<file path="src/design/hrsl_pkg.sv">
// Shared types and codes for the hex record sector loader.
package hrsl_pkg;

	// Item action codes
	localparam logic [2:0] ACT_DATA = 3'd0;
	localparam logic [2:0] ACT_EOF  = 3'd1;
	localparam logic [2:0] ACT_SEG  = 3'd2;
	localparam logic [2:0] ACT_LIN  = 3'd3;

	localparam int unsigned ADDR_W   = 32;
	localparam int unsigned RECIP_W  = 27;   // reciprocal width, enough for a 64-byte sector
	localparam int unsigned SUM_W    = 17;   // record address + byte index
	localparam int unsigned PROD_W   = SUM_W + RECIP_W;
	localparam int unsigned QUO_W    = PROD_W - 32;
	localparam int unsigned DIV_W    = 13;   // holds a sector size of up to 4096

	typedef struct packed {
		logic capture;      // load input beat into item registers
		logic exec;         // decode item: start latch, offset write, modulo product
		logic store;        // write data byte into the sector buffer
		logic clear_wr;     // write 0xFF word at the word counter
		logic rd_en;        // read buffer word at the word counter
		logic out_load;     // load output register from read data
		logic w_clr;        // word counter to zero
		logic w_inc;        // word counter advance
		logic flush_clear;  // drop start address latch after a full sector
	} cmd_t;

	typedef struct packed {
		logic act_data;
		logic act_eof;
		logic sector_full;  // byte in store lands in the last slot
		logic w_last;       // word counter at the last word
		logic out_free;     // output register can take a word this cycle
	} stat_t;

endpackage

</file>
<file path="src/design/hex_record_sector_loader.sv">
// Top level of the hex record sector loader: controller plus datapath.
//
// Input channel (in_valid / in_stall) carries one unpacked record item per beat:
// action, record_address, byte_index, data_byte, address_value.
// Output channel (out_valid / out_stall) carries one 32-bit flash word per beat,
// with its sector start address, word index and a last-word flag.
//
// Steps from one accepted input beat to the next:
//   data byte that does not finish a sector:  accept, decode + modulo
//     product registered, back-multiply + buffer write
//   segment / linear / ignored record:        accept, decode
//   data byte that fills the sector:          accept, decode, store, flush
//   end of file:                              accept, decode, flush
// A flush reads each word from the buffer and then loads it into the output
// register before it reads the next. One item at a time.
// After reset a clearing pass over every buffer word fills the buffer
// with 0xFF, with in_stall high. A stalled output holds its beat; the flush
// pauses until the word is taken, and no words are dropped or repeated.
module hex_record_sector_loader #(
	parameter int unsigned SECTOR_BYTES = 256
) (
	input  logic        clk,
	input  logic        arst_n,
	input  logic        in_valid,
	output logic        in_stall,
	input  logic [2:0]  action,
	input  logic [15:0] record_address,
	input  logic [7:0]  byte_index,
	input  logic [7:0]  data_byte,
	input  logic [15:0] address_value,
	output logic        out_valid,
	input  logic        out_stall,
	output logic [31:0] flash_address,
	output logic [5:0]  word_index,
	output logic [31:0] flash_word,
	output logic        last_word
);

	hrsl_pkg::cmd_t  cmd;
	hrsl_pkg::stat_t stat;

	// sequencing: accept, decode, store, flush loop, reset clearing sweep
	hrsl_ctrl u_ctrl (
		.clk      (clk),
		.arst_n   (arst_n),
		.in_valid (in_valid),
		.in_stall (in_stall),
		.stat     (stat),
		.cmd      (cmd)
	);

	// buffer, address latches, slot modulo and output register
	hrsl_datapath #(
		.SECTOR_BYTES (SECTOR_BYTES)
	) u_datapath (
		.clk            (clk),
		.arst_n         (arst_n),
		.cmd            (cmd),
		.stat           (stat),
		.action         (action),
		.record_address (record_address),
		.byte_index     (byte_index),
		.data_byte      (data_byte),
		.address_value  (address_value),
		.out_valid      (out_valid),
		.out_stall      (out_stall),
		.flash_address  (flash_address),
		.word_index     (word_index),
		.flash_word     (flash_word),
		.last_word      (last_word)
	);

endmodule

</file>
<file path="src/design/hrsl_ctrl.sv">
// Controller state machine for the hex record sector loader.
module hrsl_ctrl (
	input  logic          clk,
	input  logic          arst_n,
	input  logic          in_valid,
	output logic          in_stall,
	input  hrsl_pkg::stat_t stat,
	output hrsl_pkg::cmd_t  cmd
);

	typedef enum logic [2:0] {
		ST_INIT,
		ST_IDLE,
		ST_EXEC,
		ST_STORE,
		ST_EMIT_RD,
		ST_EMIT_LD
	} state_t;

	state_t state_q;
	logic   clear_mode_q;   // flush came from a full sector: wipe as we read

	always_ff @(posedge clk or negedge arst_n) begin
		if (!arst_n) begin
			state_q      <= ST_INIT;
			clear_mode_q <= 1'b0;
		end else begin
			unique case (state_q)
				ST_INIT: begin
					if (stat.w_last) state_q <= ST_IDLE;
				end
				ST_IDLE: begin
					if (in_valid) state_q <= ST_EXEC;
				end
				ST_EXEC: begin
					if (stat.act_data) begin
						state_q <= ST_STORE;
					end else if (stat.act_eof) begin
						clear_mode_q <= 1'b0;
						state_q      <= ST_EMIT_RD;
					end else begin
						state_q <= ST_IDLE;
					end
				end
				ST_STORE: begin
					if (stat.sector_full) begin
						clear_mode_q <= 1'b1;
						state_q      <= ST_EMIT_RD;
					end else begin
						state_q <= ST_IDLE;
					end
				end
				ST_EMIT_RD: begin
					state_q <= ST_EMIT_LD;
				end
				ST_EMIT_LD: begin
					if (stat.out_free) begin
						state_q <= stat.w_last ? ST_IDLE : ST_EMIT_RD;
					end
				end
				default: state_q <= ST_IDLE;
			endcase
		end
	end

	assign in_stall = (state_q != ST_IDLE);

	always_comb begin
		cmd = '0;
		unique case (state_q)
			ST_INIT: begin
				cmd.clear_wr = 1'b1;
				cmd.w_inc    = !stat.w_last;
				cmd.w_clr    = stat.w_last;
			end
			ST_IDLE: begin
				cmd.capture = in_valid;
			end
			ST_EXEC: begin
				cmd.exec  = 1'b1;
				cmd.w_clr = 1'b1;
			end
			ST_STORE: begin
				cmd.store = 1'b1;
			end
			ST_EMIT_RD: begin
				cmd.rd_en    = 1'b1;
				cmd.clear_wr = clear_mode_q;
			end
			ST_EMIT_LD: begin
				cmd.out_load    = stat.out_free;
				cmd.w_inc       = stat.out_free && !stat.w_last;
				cmd.w_clr       = stat.out_free && stat.w_last;
				cmd.flush_clear = stat.out_free && stat.w_last && clear_mode_q;
			end
			default: cmd = '0;
		endcase
	end

endmodule

</file>
<file path="src/design/hrsl_datapath.sv">
// Datapath: item registers, slot modulo, sector buffer, address latches, output register.
module hrsl_datapath #(
	parameter int unsigned SECTOR_BYTES = 256
) (
	input  logic                    clk,
	input  logic                    arst_n,
	input  hrsl_pkg::cmd_t          cmd,
	output hrsl_pkg::stat_t         stat,
	input  logic [2:0]              action,
	input  logic [15:0]             record_address,
	input  logic [7:0]              byte_index,
	input  logic [7:0]              data_byte,
	input  logic [15:0]             address_value,
	output logic                    out_valid,
	input  logic                    out_stall,
	output logic [31:0]             flash_address,
	output logic [5:0]              word_index,
	output logic [31:0]             flash_word,
	output logic                    last_word
);

	localparam int unsigned SectorWords = (SECTOR_BYTES + 3) / 4;
	localparam int unsigned WW          = $clog2(SectorWords);
	localparam int unsigned RW          = $clog2(SECTOR_BYTES);
	// ceil(2^32 / SECTOR_BYTES): floor(x * Recip / 2^32) is exact for 17-bit x
	localparam logic [63:0] RecipWide   =
		((64'd1 << 32) + 64'(SECTOR_BYTES) - 64'd1) / 64'(SECTOR_BYTES);
	localparam logic [hrsl_pkg::RECIP_W-1:0] Recip = RecipWide[hrsl_pkg::RECIP_W-1:0];
	localparam logic [hrsl_pkg::DIV_W-1:0]   Div   = hrsl_pkg::DIV_W'(SECTOR_BYTES);
	localparam logic [RW-1:0]                LastSlot = RW'(SECTOR_BYTES - 1);
	localparam logic [WW-1:0]                LastWord = WW'(SectorWords - 1);

	// item registers
	logic [2:0]  action_q;
	logic [15:0] rec_q;
	logic [7:0]  idx_q;
	logic [7:0]  data_q;
	logic [15:0] value_q;

	// architectural state
	logic [31:0] offset_q;
	logic [31:0] start_q;
	logic        latched_q;
	logic [WW-1:0] w_q;

	// slot modulo pipeline
	logic [hrsl_pkg::SUM_W-1:0]  sum;
	logic [hrsl_pkg::SUM_W-1:0]  sum_s1;
	logic [hrsl_pkg::PROD_W-1:0] prod_s1;
	logic [hrsl_pkg::QUO_W-1:0]  quo;
	logic [hrsl_pkg::QUO_W+hrsl_pkg::DIV_W-1:0] quo_div;
	logic [hrsl_pkg::SUM_W-1:0]  rem_full;
	logic [RW-1:0]               slot;

	// sector buffer, one 32-bit word per four slots
	logic [31:0]   mem [SectorWords];
	logic [31:0]   rdata_q;
	logic          mem_we;
	logic [WW-1:0] waddr;
	logic [3:0]    wbe;
	logic [31:0]   wdata;

	logic out_valid_q;
	logic out_free;

	always_ff @(posedge clk) begin
		if (cmd.capture) begin
			action_q <= action;
			rec_q    <= record_address;
			idx_q    <= byte_index;
			data_q   <= data_byte;
			value_q  <= address_value;
		end
	end

	assign sum = {1'b0, rec_q} + {9'b0, idx_q};

	always_ff @(posedge clk) begin
		if (cmd.exec) begin
			sum_s1  <= sum;
			prod_s1 <= {{hrsl_pkg::RECIP_W{1'b0}}, sum} * {{hrsl_pkg::SUM_W{1'b0}}, Recip};
		end
	end

	assign quo      = prod_s1[hrsl_pkg::PROD_W-1:32];
	assign quo_div  = {{hrsl_pkg::DIV_W{1'b0}}, quo} * {{hrsl_pkg::QUO_W{1'b0}}, Div};
	assign rem_full = sum_s1 - quo_div[hrsl_pkg::SUM_W-1:0];
	assign slot     = rem_full[RW-1:0];

	always_ff @(posedge clk or negedge arst_n) begin
		if (!arst_n) begin
			offset_q  <= '0;
			start_q   <= '0;
			latched_q <= 1'b0;
		end else if (cmd.flush_clear) begin
			start_q   <= '0;
			latched_q <= 1'b0;
		end else if (cmd.exec) begin
			priority case (action_q)
				hrsl_pkg::ACT_DATA: begin
					if (idx_q == 8'd0 && !latched_q) begin
						start_q   <= offset_q + {16'b0, rec_q};
						latched_q <= 1'b1;
					end
				end
				hrsl_pkg::ACT_SEG: offset_q <= {12'b0, value_q, 4'b0};
				hrsl_pkg::ACT_LIN: offset_q <= {value_q, 16'b0};
				default: ;
			endcase
		end
	end

	always_ff @(posedge clk or negedge arst_n) begin
		if (!arst_n) begin
			w_q <= '0;
		end else if (cmd.w_clr) begin
			w_q <= '0;
		end else if (cmd.w_inc) begin
			w_q <= w_q + WW'(1);
		end
	end

	// write port: clearing sweep or single byte lane
	always_comb begin
		mem_we = cmd.clear_wr || cmd.store;
		if (cmd.clear_wr) begin
			waddr = w_q;
			wbe   = 4'hF;
			wdata = '1;
		end else begin
			waddr = WW'(slot >> 2);
			wbe   = 4'b0001 << slot[1:0];
			wdata = {4{data_q}};
		end
	end

	always_ff @(posedge clk) begin
		for (int i = 0; i < 4; i++) begin
			if (mem_we && wbe[i]) mem[waddr][8*i +: 8] <= wdata[8*i +: 8];
		end
		if (cmd.rd_en) rdata_q <= mem[w_q];
	end

	// output register
	assign out_free = !out_valid_q || !out_stall;

	always_ff @(posedge clk or negedge arst_n) begin
		if (!arst_n) begin
			out_valid_q <= 1'b0;
		end else if (cmd.out_load) begin
			out_valid_q <= 1'b1;
		end else if (!out_stall) begin
			out_valid_q <= 1'b0;
		end
	end

	always_ff @(posedge clk) begin
		if (cmd.out_load) begin
			flash_address <= start_q;
			word_index    <= 6'(w_q);
			flash_word    <= rdata_q;
			last_word     <= (w_q == LastWord);
		end
	end

	assign out_valid = out_valid_q;

	always_comb begin
		stat.act_data    = (action_q == hrsl_pkg::ACT_DATA);
		stat.act_eof     = (action_q == hrsl_pkg::ACT_EOF);
		stat.sector_full = (slot == LastSlot);
		stat.w_last      = (w_q == LastWord);
		stat.out_free    = out_free;
	end

endmodule

</file>
<file path="config.mk">
export PLATFORM = sky130hd
export DESIGN_NAME = hex_record_sector_loader
export DESIGN_NICKNAME = d
export VERILOG_FILES = /design/src/design/hrsl_pkg.sv /design/src/design/hex_record_sector_loader.sv /design/src/design/hrsl_ctrl.sv /design/src/design/hrsl_datapath.sv
export SDC_FILE = /design/constraint.sdc
export NUM_CORES = 2
export LEC_CHECK = 0
export BUFFER_PORTS_ARGS = -buffer_cell sky130_fd_sc_hd__buf_2
export CORE_MARGIN = 2
export CORE_UTILIZATION = 45
export DETAILED_ROUTE_END_ITERATION = 10
export GPL_TIMING_DRIVEN = 0
export PLACE_DENSITY = 0.59
export SETUP_SLACK_MARGIN = 0.5
export SYNTH_ARGS = -nofsm -noshare
export SYNTH_HDL_FRONTEND = slang
export SYNTH_HIERARCHICAL = 1
export SYNTH_SLANG_ARGS = --single-unit
export TNS_END_PERCENT = 5
</file>
<file path="constraint.sdc">
create_clock -name clk -period 4.4 [get_ports clk]
set_clock_uncertainty 0.15 [all_clocks]
set_input_delay 1.1 -clock clk [delete_from_list [all_inputs] [get_ports clk]]
set_output_delay 1.1 -clock clk [all_outputs]
set_load 0.02 [all_outputs]
</file>
==> impl_metrics.ini <==
[pwr]
sequentialPowerShare_pct = 37.8
swShare_pct = 37.6
power.total_mw = 74.9
p_leak_nw = 32.3
p_comb_share_pct = 36.8
power.switching_mw = 28.1
power.density_nw_per_um2 = 720
power.share.clock_pct = 25.5
intPower_mw = 46.8
max-vdd-ir-drop_uv = 726

[status]
failed_checks = capacitance limit, slew limit
status = complete, but fails checks

[floorplanning]
rows = 162
die_y_um = 447
core_um2 = 195000
die_area_um2 = 200000
initial_core_util_pct = 45.3
io_pins = 128
die_w_um = 447

[final_layout]
drive_gt1_share_pct = 35.7
area_growth_pct = 17.9
final_nets = 4726
fillers = 15000
stdcell_count = 7472

[route]
wl_per_cell_um = 39.2
antenna_left = 0
firstDrtPassIters = 5
vias = 48000
postRouteWirelength_um = 293000
detail_route.vias_per_cell = 6.42
drt_iter0_markers = 8266
drcViolationCount = 0

[timing]
period_minus_slack_ns = 4.27
maxSlewViolCount = 20
fin_crit_sh_pct = 97.1
setup-violations-final = 0
rsz0062_at_grt = yes
holdWs_ns = 0.243
worst_pin_slew_ns = 1.51
fmax_ghz = 0.234
hold_viol_final = 0
max_slew_margin_pct = -0.407

[grt]
grt_antenna_before_repair = 11
grt_pass1_vias = 46100
grt_usage_pct = 29.5
grt_max_degree = 89
grt_pass1_wl_um = 393000
gr-total-overflow = 0

[worst_hold_path]
min_path_type = in -> reg

[placed_design]
dpl.hpwl_um = 193000
gp_congestion = 0.984
portBuffers = 127
dp.cells = 6933

[synth]
ys_types = 68
ys_seq_elements = 2282
postSynth.asyncResetShare_pct = 3.16
synthFlopType = edfxtp_1
synth-edff-count = 2210
yosysWarnings = 6
synth_cells = 4141
syn_nets = 4218
ys_seq_area_share_pct = 77.3
avgSynthCellArea_um2 = 21.3
netlist_area_um2 = 88200

[run]
maxCapViolations = 3

[clock_tree]
cts_sinks = 2282
clockBufferDepth = 3
numCtsBuffers = 225
cts_tree = built
htreeDepth = 4
path_clk_slew_ns = 0.07
clk_latency_ns = 0.89
clock-root-buffer = clkbuf_16

[setup_path]
crit_family = multiplexers
path_max_fanout = 10
cp_slowest_cell = mux4_2
slowest_delay_ns = 0.58
r2r_slack_ns = 0.13
worstSetupPathType = reg -> reg
cp.required_ns = 4.75
path_cells = buf_2 -> buf_6 -> buf_6 -> buf_4 -> mux4_2 -> mux2i_2 -> o22a_1 -> nand2_1 -> a22oi_1 -> nand2_1
critPathCaptureType = flop
startpoint_type = flop
cp_data_arrival_time_ns = 4.62
cp_num_buf_inv = 4
## placed cells by master, fill, tap and decap left out, types with 12 or more instances in the layout
master     Yosys  routed
edfxtp_1    2210    2210
mux4_2       578     578
clkbuf_16      0     229
nor2_4         1     202
buf_2         47     169
nand2_1      157     117
buf_4         20     110
mux2i_1       82      77
clkbuf_1     114      75
o21ai_0       84      72
dfrtp_1       72      69
nor2_1       334      67
clkbuf_2       0      66
nor2_2         0      66
clkinv_1       2      62
a21oi_1       56      55
buf_12         0      43
clkinv_2       0      42
nand2_2        0      30
a22oi_1       28      28
o22ai_1       26      26
buf_16         0      23
nand2b_1      22      22
clkbuf_4       0      20
ha_1          20      20
buf_6          8      19
nand3_1       24      19
bufinv_16      0      18
inv_1         18      17
mux2_2        17      17
o221ai_1      16      16
a311oi_1      12      12
## cell families after synthesis
family	Yosys count	share of synthesized area [%]
AO/OA/AOI/OAI	287	2.10
adder cells (fa/ha/maj)	22	0.329
buffers and inverters	235	1.22
multiplexers	677	15.9
AND/OR/NAND/NOR	623	3.03
flip-flops	2282	77.3
XOR/XNOR	15	0.149
## final timing paths
| kind | start | endpoint | cells past startpoint |
|---|---|---|---|
| min reg2reg | u_datapath/rdata_q[28] | u_datapath/flash_word[28] | 0 |
| min in group asynchronous | arst_n | u_datapath/start_q[17] | 2 |
| max | u_datapath/w_q[0] | u_datapath/rdata_q[19] | 10 |
| min | record_address[1] | u_datapath/rec_q[1] | 1 |
| max in group asynchronous | arst_n | u_datapath/w_q[4] | 3 |
| max reg2reg | u_datapath/w_q[0] | u_datapath/rdata_q[19] | 10 |
## sequential cells by signal, indices dropped and copies added, names as in the netlist
name and cells:
u_datapath/mem 2048, u_datapath/flash_address 32, u_datapath/flash_word 32, u_datapath/rdata_q 32, u_datapath/start_q 32, u_datapath/offset_q 28
u_datapath/rec_q 16, u_datapath/value_q 16, u_datapath/data_q 8, u_datapath/idx_q 8, u_datapath/prod_s1 8, u_datapath/w_q 6
u_datapath/word_index 6, u_ctrl/state_q 3, u_datapath/action_q 3, u_ctrl/clear_mode_q 1, u_datapath/last_word 1, u_datapath/latched_q 1
u_datapath/out_valid 1
## worst reg2reg max path, stage by stage (launching register included)
cell	delay [ns]
dfrtp_2	0.54
buf_2	0.20
buf_6	0.13
buf_6	0.29
buf_4	0.49
mux4_2	0.59
mux2i_2	0.55
o22a_1	0.32
nand2_1	0.12
a22oi_1	0.18
nand2_1	0.30
## cell type report
cell class | instances | area [um^2] | share of cell area (%)
Antenna cell | 6 | 15.0 | 0.0144
Buffer | 215 | 1310 | 1.26
Clock buffer | 280 | 6000 | 5.77
Clock inverter | 140 | 1270 | 1.23
Inverter | 20 | 83.8 | 0.0806
Multi-Input combinational cell | 1624 | 21000 | 20.2
Sequential cell | 2282 | 68200 | 65.6
Tap cell | 2624 | 3280 | 3.16
Timing Repair Buffer | 281 | 2850 | 2.74
## power groups by stage
stage	clock network (mW)	registers [mW]	logic, mW
finish	19.1	28.3	27.5
global route	20.1	28.4	27.6
CTS	19.3	28.3	26.5
detailed placement	0	28.7	25.0
global placement	0	29.4	24.0
floorplan	0	28.8	12.4
## cells in the mapped netlist, drive strengths merged (3+ instances only)
cell type / instances / area [um^2]
edfxtp: 2210 / 66400
mux4: 578 / 13000
nor2: 335 / 1260
nand2: 157 / 589
clkbuf: 114 / 428
buf: 101 / 573
o21ai: 86 / 430
mux2i: 82 / 821
dfrtp: 72 / 1800
a21oi: 56 / 280
a22oi: 28 / 210
o22ai: 26 / 163
nand3: 24 / 120
nand2b: 22 / 138
ha: 20 / 250
inv: 18 / 67.6
mux2: 17 / 191
o221ai: 16 / 140
nor3: 13 / 65.1
a311oi: 12 / 105
nor2b: 11 / 71.3
xnor2: 10 / 87.6
o31ai: 9 / 67.6
or2: 9 / 56.3
a22o: 8 / 70.1
nand3b: 8 / 60.1
nand4: 8 / 50.1
or3: 8 / 50.1
o32ai: 7 / 61.3
a211oi: 5 / 37.5
a31oi: 5 / 31.3
and3: 5 / 31.3
and4: 5 / 43.8
nor3b: 5 / 37.5
or4: 5 / 37.5
xor2: 5 / 43.8
o21a: 4 / 30.0
a21o: 3 / 22.5
nor4: 3 / 18.8
o211ai: 3 / 22.5
## routing by layer
layer	GRT usage, %	vias to the layer above	routed length [um]
met4	16.0	4	19200
met2	43.0	3401	129000
li1	-	18300	-
met3	9.80	745	38100
met1	39.2	25500	106000
met5	0.244	-	81
## timing repair
| item | CTS | global route |
|---|---|---|
| resized for setup | 671 | 23 |
| hold buffers | 1 | 0 |
| endpoints found under the hold margin | 17 | 0 |
| pin swaps | 82 | 2 |
| setup buffers | 108 | 4 |
| endpoints found under the setup margin | 2220 | 1599 |
## metrics by stage
step / utilization (%) / cell area, um^2 / setup TNS [ns] / setup WS (ns)
6_report: 53.4 / 104000 / 0 / 0.127
5_1_grt: 53.4 / 104000 / 0 / 0.318
2_1_floorplan: - / 88200 / 0 / 0.591
3_3_place_gp: 47.3 / 92100 / -5204.98 / -2.81
3_5_place_dp: 47.8 / 93200 / -1057.22 / -2.12
4_1_cts: 53.3 / 104000 / 0 / 0.315
Note: power is estimated with default switching activity, not from simulation.
